<file path="src/hdl/rrds_pkg.sv">
// ----------------------------------------------------------------------------
// rrds_pkg
// Shared types and constants of the round-robin delay scheduler.
// ----------------------------------------------------------------------------
package rrds_pkg;

  localparam int unsigned TaskCountW = 4;
  localparam int unsigned MsPerTickW = 10;
  localparam int unsigned CfgDataW   = 10;
  localparam int unsigned CfgIdxW    = 1;
  localparam int unsigned ModeW      = 2;
  localparam int unsigned DelayW     = 16;
  localparam int unsigned NextTaskW  = 3;
  localparam int unsigned TickW      = 32;
  localparam int unsigned ElapsedW   = 32;

  localparam logic [CfgIdxW-1:0] RegTaskCount = 1'b0;
  localparam logic [CfgIdxW-1:0] RegMsPerTick = 1'b1;

  typedef enum logic [ModeW-1:0] {
    MODE_TICK  = 2'd0,
    MODE_DELAY = 2'd1,
    MODE_YIELD = 2'd2
  } mode_e;

  typedef enum logic [3:0] {
    S_IDLE = 4'b0001,
    S_SCAN = 4'b0010,
    S_LOAD = 4'b0100,
    S_DONE = 4'b1000
  } state_e;

  typedef struct packed {
    logic accept;
    logic scan;
    logic load;
  } cmd_t;

  typedef struct packed {
    logic hit;
  } status_t;

endpackage

</file>
<file path="src/hdl/rrds_ctrl.sv">
// ----------------------------------------------------------------------------
// rrds_ctrl
// Sequencer: takes a word, runs the slot scan, loads and strobes the result.
// ----------------------------------------------------------------------------
module rrds_ctrl
  import rrds_pkg::*;
(
  input  logic    clk_i,
  input  logic    rst_ni,
  input  logic    start,
  output logic    busy,
  output logic    valid_o,
  output cmd_t    cmd_o,
  input  status_t status_i
);

  state_e state_q, state_d;

  always_comb begin
    state_d = state_q;
    cmd_o   = '0;
    unique case (state_q)
      S_IDLE: begin
        if (start) begin
          cmd_o.accept = 1'b1;
          state_d      = S_SCAN;
        end
      end
      S_SCAN: begin
        cmd_o.scan = 1'b1;
        if (status_i.hit) begin
          state_d = S_LOAD;
        end
      end
      S_LOAD: begin
        cmd_o.load = 1'b1;
        state_d    = S_DONE;
      end
      S_DONE: begin
        state_d = S_IDLE;
      end
      default: begin
        state_d = S_IDLE;
      end
    endcase
  end

  always_ff @(posedge clk_i or negedge rst_ni) begin
    if (!rst_ni) begin
      state_q <= S_IDLE;
    end else begin
      state_q <= state_d;
    end
  end

  assign busy    = (state_q != S_IDLE);
  assign valid_o = (state_q == S_DONE);

endmodule

</file>
<file path="src/hdl/rrds_datapath.sv">
// ----------------------------------------------------------------------------
// rrds_datapath
// Slot delays, tick counter, config registers, scan pointer and result regs.
// ----------------------------------------------------------------------------
module rrds_datapath
  import rrds_pkg::*;
#(
  parameter int unsigned MAX_TASKS = 8
) (
  input  logic                  clk_i,
  input  logic                  rst_ni,
  input  logic                  cfg_we_i,
  input  logic [CfgIdxW-1:0]    cfg_idx_i,
  input  logic [CfgDataW-1:0]   cfg_data_i,
  input  logic [ModeW-1:0]      mode_i,
  input  logic [DelayW-1:0]     delay_ticks_i,
  input  cmd_t                  cmd_i,
  output status_t               status_o,
  output logic [NextTaskW-1:0]  next_task_o,
  output logic [TickW-1:0]      tick_count_o,
  output logic [ElapsedW-1:0]   elapsed_ms_o
);

  localparam int unsigned IdxW = $clog2(MAX_TASKS);
  localparam int unsigned CntW = $clog2(MAX_TASKS + 1);
  localparam int unsigned NW   = (CntW > TaskCountW) ? CntW : TaskCountW;
  localparam int unsigned CW   = NW + 1;
  localparam int unsigned ProdW = TickW + MsPerTickW;

  logic [TaskCountW-1:0] task_count_q;
  logic [MsPerTickW-1:0] ms_per_tick_q;
  logic [DelayW-1:0]     delay_q [MAX_TASKS];
  logic [IdxW-1:0]       cur_q;
  logic [IdxW-1:0]       idx_q;
  logic [TickW-1:0]      tick_q;

  logic [CW-1:0]         n;
  logic [CW-1:0]         inc;
  logic [IdxW-1:0]       idx_nxt;
  logic                  hit;
  logic [ProdW-1:0]      prod;
  logic [IdxW+2:0]       cur_ext;

  // live slot count, clamped to one..MAX_TASKS
  always_comb begin
    if (task_count_q == '0) begin
      n = CW'(1);
    end else if (CW'(task_count_q) > CW'(MAX_TASKS)) begin
      n = CW'(MAX_TASKS);
    end else begin
      n = CW'(task_count_q);
    end
  end

  // one step of the round-robin scan
  always_comb begin
    inc = CW'(idx_q) + CW'(1);
    if (inc >= n) begin
      idx_nxt = '0;
    end else begin
      idx_nxt = IdxW'(inc);
    end
    hit = (idx_nxt == '0) || (delay_q[idx_nxt] == '0);
  end

  assign status_o.hit = hit;

  always_ff @(posedge clk_i or negedge rst_ni) begin
    if (!rst_ni) begin
      task_count_q  <= TaskCountW'(1);
      ms_per_tick_q <= MsPerTickW'(1);
      cur_q         <= '0;
      tick_q        <= '0;
      for (int i = 0; i < MAX_TASKS; i++) begin
        delay_q[i] <= '0;
      end
    end else begin
      if (cfg_we_i) begin
        unique case (cfg_idx_i)
          RegTaskCount: task_count_q  <= cfg_data_i[TaskCountW-1:0];
          RegMsPerTick: ms_per_tick_q <= cfg_data_i[MsPerTickW-1:0];
          default: ;
        endcase
      end
      if (cmd_i.accept) begin
        case (mode_i)
          MODE_TICK: begin
            tick_q <= tick_q + TickW'(1);
            for (int i = 1; i < MAX_TASKS; i++) begin
              if ((CW'(i) < n) && (delay_q[i] != '0)) begin
                delay_q[i] <= delay_q[i] - DelayW'(1);
              end
            end
          end
          MODE_DELAY: begin
            if (cur_q != '0) begin
              delay_q[cur_q] <= delay_ticks_i;
            end
          end
          default: ;
        endcase
      end
      if (cmd_i.scan && hit) begin
        cur_q <= idx_nxt;
      end
    end
  end

  assign prod    = ProdW'(tick_q) * ProdW'(ms_per_tick_q);
  assign cur_ext = (IdxW + 3)'(cur_q);

  always_ff @(posedge clk_i) begin
    if (cmd_i.accept) begin
      idx_q <= cur_q;
    end else if (cmd_i.scan) begin
      idx_q <= idx_nxt;
    end
    if (cmd_i.load) begin
      next_task_o  <= cur_ext[NextTaskW-1:0];
      tick_count_o <= tick_q;
      elapsed_ms_o <= prod[ElapsedW-1:0];
    end
  end

endmodule

</file>
<file path="src/hdl/round_robin_delay_scheduler.sv">
// ----------------------------------------------------------------------------
// round_robin_delay_scheduler
// Round-robin task scheduler with per-slot tick delays and elapsed time.
// ----------------------------------------------------------------------------
// usage:
//   input word: mode_i and delay_ticks_i, taken on a clock edge with start
//   high and busy low. mode tick bumps the tick counter and counts down the
//   delays of the live slots; mode delay blocks the current slot (ignored
//   for the idle slot); yield, and the unused code, only reschedule.
//   config: cfg_we_i with cfg_idx_i 0 (task_count) or 1 (ms_per_tick),
//   written at once; writing only while busy is low is left to the user.
//   result word: next_task_o, tick_count_o and elapsed_ms_o, shown for one
//   cycle with valid_o high; the receiver cannot stall it.
//   sequence: the scan visits one slot a cycle, one to n steps, n the live
//   slot count; the load state then registers the result and its multiply,
//   and valid_o rises in the done state. busy stays high through it, so a
//   new word is only taken once the last result has been shown.
//   reset: all delays clear, the idle slot is current, tick count is zero,
//   task_count and ms_per_tick read one.
// ----------------------------------------------------------------------------
module round_robin_delay_scheduler
  import rrds_pkg::*;
#(
  parameter int unsigned MAX_TASKS = 8
) (
  input  logic                  clk_i,
  input  logic                  rst_ni,
  input  logic                  cfg_we_i,
  input  logic [CfgIdxW-1:0]    cfg_idx_i,
  input  logic [CfgDataW-1:0]   cfg_data_i,
  input  logic                  start,
  output logic                  busy,
  input  logic [ModeW-1:0]      mode_i,
  input  logic [DelayW-1:0]     delay_ticks_i,
  output logic                  valid_o,
  output logic [NextTaskW-1:0]  next_task_o,
  output logic [TickW-1:0]      tick_count_o,
  output logic [ElapsedW-1:0]   elapsed_ms_o
);

  cmd_t    cmd;
  status_t status;

  rrds_ctrl u_ctrl (
    .clk_i    (clk_i),
    .rst_ni   (rst_ni),
    .start    (start),
    .busy     (busy),
    .valid_o  (valid_o),
    .cmd_o    (cmd),
    .status_i (status)
  );

  rrds_datapath #(
    .MAX_TASKS (MAX_TASKS)
  ) u_datapath (
    .clk_i         (clk_i),
    .rst_ni        (rst_ni),
    .cfg_we_i      (cfg_we_i),
    .cfg_idx_i     (cfg_idx_i),
    .cfg_data_i    (cfg_data_i),
    .mode_i        (mode_i),
    .delay_ticks_i (delay_ticks_i),
    .cmd_i         (cmd),
    .status_o      (status),
    .next_task_o   (next_task_o),
    .tick_count_o  (tick_count_o),
    .elapsed_ms_o  (elapsed_ms_o)
  );

endmodule

</file>
<file path="config.mk">
export PLATFORM = sky130hd
export DESIGN_NAME = round_robin_delay_scheduler
export DESIGN_NICKNAME = d
export VERILOG_FILES = /design/src/hdl/rrds_pkg.sv /design/src/hdl/rrds_ctrl.sv /design/src/hdl/rrds_datapath.sv /design/src/hdl/round_robin_delay_scheduler.sv
export SDC_FILE = /design/constraint.sdc
export NUM_CORES = 1
export LEC_CHECK = 0
export BUFFER_PORTS_ARGS = -buffer_cell sky130_fd_sc_hd__buf_4
export CAP_MARGIN = 10
export CORE_MARGIN = 2
export CORE_UTILIZATION = 45
export CTS_CLUSTER_DIAMETER = 100
export DETAILED_ROUTE_END_ITERATION = 10
export SLEW_MARGIN = 0
export SYNTH_ARGS = -nofsm -noshare
export SYNTH_HDL_FRONTEND = slang
export SYNTH_SLANG_ARGS = --single-unit
</file>
<file path="constraint.sdc">
create_clock -name clk_i -period 7.5 [get_ports clk_i]
set_input_delay 1.875 -clock clk_i [delete_from_list [all_inputs] [get_ports clk_i]]
set_output_delay 1.875 -clock clk_i [all_outputs]
set_load 0.01 [all_outputs]
</file>
==> results by stage <==
Outcome:
- The flow ran to the end, and the final reports show no timing, DRC or antenna violations.

Worst setup path:
- The required time at the endpoint of the critical path is around 7.8 ns.
- The worst register-to-register path ends at u_datapath.elapsed_ms_o[30]$_DFFE_PP_.
- STA classifies the critical path endpoint as a register.
- At the worst endpoint, the arrival time is between 6 and 7 ns.
- The path type of the worst setup path is reg2reg.
- Of all nets on the critical path, the largest fanout is 22.
- The number of cells on the worst reg-to-reg path is 19.
- The startpoint class of the critical path is a register.
- For flop-to-flop paths, the worst setup slack is between 1 and 1.5 ns.
- The worst register-to-register path begins at u_datapath.ms_per_tick_q[2]$_DFFE_PN0P_.

Clock network:
- The number of buffers inserted for hold repair after clock tree synthesis is 0.
- Clock-pin slew was measured on the worst setup and hold paths at 0.06 ns.
- Once the clock tree was built, the resizer swapped 0 gates to a different size.
- The clock root buffer is sky130_fd_sc_hd__clkbuf_16.
- Counting along the longest clock path gives a buffer depth of 3.
- TritonCTS built the clock tree.
- The source-to-sink clock delay at the later pin of the worst-skew pair is ~0.6 ns.
- The tree built by TritonCTS fans out to between 200 and 250 sinks.
- The post-CTS setup-driven buffer insertion count is 0.
- Counting the buffers created by CTS gives 30.
- The H-tree depth is 1.

Detailed routing:
- The residual DRC count is 0.
- The iteration-0 DRC count of the detailed router is about 1000.
- Dividing the detail-routed via count by the number of cells gives ~5.6.
- The routed length per placed instance is 18.8 microns.
- Detailed routing inserted a total of roughly 16000 vias.
- After detailed routing, the total wire length is approximately 53000 microns.
- The first detailed-routing pass took 5 iterations.
- The count of nets left with antenna violations once routing finished came out at 0.

Finish:
- In the final layout, the share of cells above drive strength 1 is 9.50%.
- The library cell used most frequently in the layout, excluding fill and tap cells, is sky130_fd_sc_hd__inv_1.
- Compared with the post-synthesis result, the final layout area differs by 11.5%.
- The final instance area is 0.0219 sq mm.
- The filler cells instantiated in the layout total around 4100.
- After the last flow step, the layout net total stands at approximately 2500.
- 0 antenna diodes ended up in the layout.
- The top cell types in the final layout, fill and taps aside, are sky130_fd_sc_hd__inv_1 (235), sky130_fd_sc_hd__nand2_1 (203), sky130_fd_sc_hd__fa_1 (198), sky130_fd_sc_hd__nor2_1 (185).

Logic synthesis:
- Sorting the synthesized cells by area gives the leading types as sky130_fd_sc_hd__dfrtp_1 (21%), sky130_fd_sc_hd__fa_1 (20%), sky130_fd_sc_hd__edfxtp_1 (11%), sky130_fd_sc_hd__and2_1 (5.1%), sky130_fd_sc_hd__inv_1 (4.5%).
- Of all flip-flops after synthesis, the portion carrying an async set or reset was 70.2%.
- In this run, synthesis produced a sequential element count of between 200 and 250.
- The post-synthesis instance area is 0.0197 sq mm.
- The post-synthesis net count is roughly 2400.
- In the synthesized netlist the dominant register cell turns out to be sky130_fd_sc_hd__dfrtp_1.
- Summed over all instances, the cell type with the most area after synthesis is sky130_fd_sc_hd__dfrtp_1.
- The synthesized area per cell is 9.16 sq um.
- The sequential element share of the synthesized area is a little under a third.
- Counting distinct cell types in the post-synthesis netlist gives around 80.
- Summed over its instances, the top area cell type makes up between 20% and 30% of the synthesized netlist area.
- The cell count after synthesis came out at ~2100.
- The number of flops mapped to enable cells by yosys is 70.
- During synthesis, Yosys emitted a total of 0 warnings.

Floorplan:
- In this run the horizontal extent of the chip is 213 microns.
- The number of rows created at floorplan is 76.
- The floorplan step defined a die boundary enclosing about 0.045 sq mm.
- The die extent in y is between 200 and 250 microns.
- In this run the count of I/O pins placed on the die edge is about 100.
- The area of the placeable core is 0.0432 sq mm.
- The initial cell density of the core is between 40% and 50%.

Global routing:
- The first global-routing pass estimated about 86000 microns of wire.
- The pin count of the biggest net entering global routing is 120.
- The via count of the first global-routing pass is approximately 16000.
- The total overflow left after global routing is 0.
- The initial antenna violation count is 0.
- Global routing consumed, over all layers together, a little under a quarter of the routing resources.

Power and ir drop:
- The peak ir drop on the vdd network is about 0.19 mV.
- Dividing total power by cell area gives a power density of around 260 mW/mm^2.
- The static leakage is around 9.7 nW.

Min path:
- The path with the worst hold slack has its endpoint at u_datapath.delay_q[68]$_DFFE_PN0P_.
- The tightest min-delay check is of the reg2reg type.
- The number of cells on the worst hold path is 2.
- The worst hold path begins at u_datapath.delay_q[68]$_DFFE_PN0P_.

Timing:
- Derived from the worst setup path, the maximum achievable clock frequency is 0.158 GHz.
- The final-report max-slew violation count is 0.
- Setup repair after global routing left no endpoint under its margin.
- On the final layout, the worst clock skew is about 0.023 ns.
- At the pin with the least slew margin, the transition time is between 1 and 1.5 ns.
- The routed design could run at a clock period as short as roughly 6.3 ns.
- The number of hold violations in the final report was 0.
- The worst pin sits at a relative slew slack of between 20 and 30%.
- The share of the cycle needed by the critical path after routing is between 80% and 90%.
- Setup violations remaining at the end of the flow were counted as 0.
- The setup total negative slack is 0 ns.

Placement:
- The instance area after placement is between 0.02 and 0.025 sq mm.
- The count of buffers inserted at the top-level ports is slightly above 100.
- The weighted congestion at the end of routability-driven global placement is 0.858.
- Summed over all nets, the half-perimeter wirelength after detailed placement is between 30000 and 40000 microns.

Job:
- Across the run, the number of max-cap violations was 0.
[cells by family after synthesis]
logic type,synth area share [%]
buf+inv,6.66
fa+ha+maj,23.9
mux,1.25
simple gates,19.3
compound gates,13.9
flops,31.7
xor+xnor,3.34
[worst max-delay path, cell delays in order (launching register included)]
cell                       delay (ns)
sky130_fd_sc_hd__dfrtp_1         0.86
sky130_fd_sc_hd__buf_4           0.30
sky130_fd_sc_hd__nand2_1         0.09
sky130_fd_sc_hd__fa_1            0.52
sky130_fd_sc_hd__inv_1           0.05
sky130_fd_sc_hd__fa_1            0.49
sky130_fd_sc_hd__fa_1            0.42
sky130_fd_sc_hd__fa_1            0.51
sky130_fd_sc_hd__inv_1           0.05
sky130_fd_sc_hd__fa_1            0.53
sky130_fd_sc_hd__inv_1           0.04
sky130_fd_sc_hd__ha_1            0.38
sky130_fd_sc_hd__a211oi_1        0.26
sky130_fd_sc_hd__nor2_1          0.10
sky130_fd_sc_hd__o41ai_1         0.39
sky130_fd_sc_hd__nand4_1         0.15
sky130_fd_sc_hd__o21ai_1         0.31
sky130_fd_sc_hd__o21ai_1         0.18
sky130_fd_sc_hd__a221oi_1        0.36
sky130_fd_sc_hd__xnor2_1         0.10
[Yosys cell counts, types with 13 or more instances]
library cell               count
sky130_fd_sc_hd__fa_1        198
sky130_fd_sc_hd__ha_1         59
sky130_fd_sc_hd__nor4_1       17
sky130_fd_sc_hd__o21ai_1      67
sky130_fd_sc_hd__edfxtp_1     70
sky130_fd_sc_hd__o22ai_1      21
sky130_fd_sc_hd__inv_1       235
sky130_fd_sc_hd__nor3_1       59
sky130_fd_sc_hd__and3_1       16
sky130_fd_sc_hd__a22oi_1      23
sky130_fd_sc_hd__and2_1      162
sky130_fd_sc_hd__a32oi_1      15
sky130_fd_sc_hd__nand2b_1     13
sky130_fd_sc_hd__nand3_1      28
sky130_fd_sc_hd__mux2_2       16
sky130_fd_sc_hd__a31oi_1      25
sky130_fd_sc_hd__xnor2_1      51
sky130_fd_sc_hd__dfrtp_1     162
sky130_fd_sc_hd__nor2_1      186
sky130_fd_sc_hd__a21oi_1     107
sky130_fd_sc_hd__clkbuf_1    106
sky130_fd_sc_hd__xor2_1       24
sky130_fd_sc_hd__nand2_1     203
sky130_fd_sc_hd__o21ai_0     119
[sequential cells by signal, summed over array words and instances, names as in the netlist, 4 cells and up]
signal,flops
u_datapath.tick_q,32
u_datapath.task_count_q,4
u_ctrl.state_q,4
u_datapath.ms_per_tick_q,10
u_datapath.elapsed_ms_o,32
u_datapath.tick_count_o,32
u_datapath.delay_q,112
[worst max-delay path by stage]
stage                                            startpoint                                     to  slack [ns]  cells after the start
global route        u_datapath.ms_per_tick_q[2]$_DFFE_PN0P_  u_datapath.elapsed_ms_o[30]$_DFFE_PP_        0.82                     19
global placement    u_datapath.ms_per_tick_q[2]$_DFFE_PN0P_  u_datapath.elapsed_ms_o[31]$_DFFE_PP_        1.30                     19
CTS                 u_datapath.ms_per_tick_q[1]$_DFFE_PN0P_  u_datapath.elapsed_ms_o[30]$_DFFE_PP_        1.16                     20
finish              u_datapath.ms_per_tick_q[2]$_DFFE_PN0P_  u_datapath.elapsed_ms_o[30]$_DFFE_PP_        1.17                     19
detailed placement  u_datapath.ms_per_tick_q[4]$_DFFE_PN0P_  u_datapath.elapsed_ms_o[31]$_DFFE_PP_        1.19                     17
floorplan           u_datapath.ms_per_tick_q[1]$_DFFE_PN0P_  u_datapath.elapsed_ms_o[30]$_DFFE_PP_        1.89                     21
[final cells by class]
class / count / area [sq um] / share of cell area, %
Clock buffer: 45 / 920 / 4.19
Inverter: 235 / 882 / 4.02
Sequential cell: 235 / 6230 / 28.4
Timing Repair Buffer: 118 / 902 / 4.11
Tap cell: 585 / 732 / 3.34
Clock inverter: 11 / 105 / 0.479
Multi-Input combinational cell: 1566 / 12200 / 55.5
[where the power goes]
part           total (mW)  switching [mW]  internal [mW]  leakage [nW]
Clock                1.47           0.589          0.881         0.500
Combinational        2.08            1.21          0.872          6.49
Sequential           2.07           0.415           1.65          2.72
[routing by layer]
metal / wire, microns / vias up / global-route usage (%)
met5: 0 / - / 0
met4: 1360 / 0 / 6.61
met3: 2570 / 73 / 3.02
met2: 26000 / 422 / 40.9
met1: 22700 / 7757 / 32.1
li1: - / 7287 / -
[stage by stage]
step | instances | worst slack (ns) | utilization [%] | power [mW] | hold WS [ns]
floorplan | 2149 | 1.89 | - | 3.53 | 0.423
global placement | 2739 | 1.30 | 48.5 | 4.08 | 0.473
detailed placement | 2739 | 1.19 | 48.5 | 4.15 | 0.482
CTS | 2795 | 1.16 | 50.8 | 5.65 | 0.497
global route | 2795 | 0.824 | 50.8 | 6.07 | 0.525
finish | 2795 | 1.17 | 50.8 | 5.62 | 0.494
No activity file was read; power rests on OpenSTA's default activity.
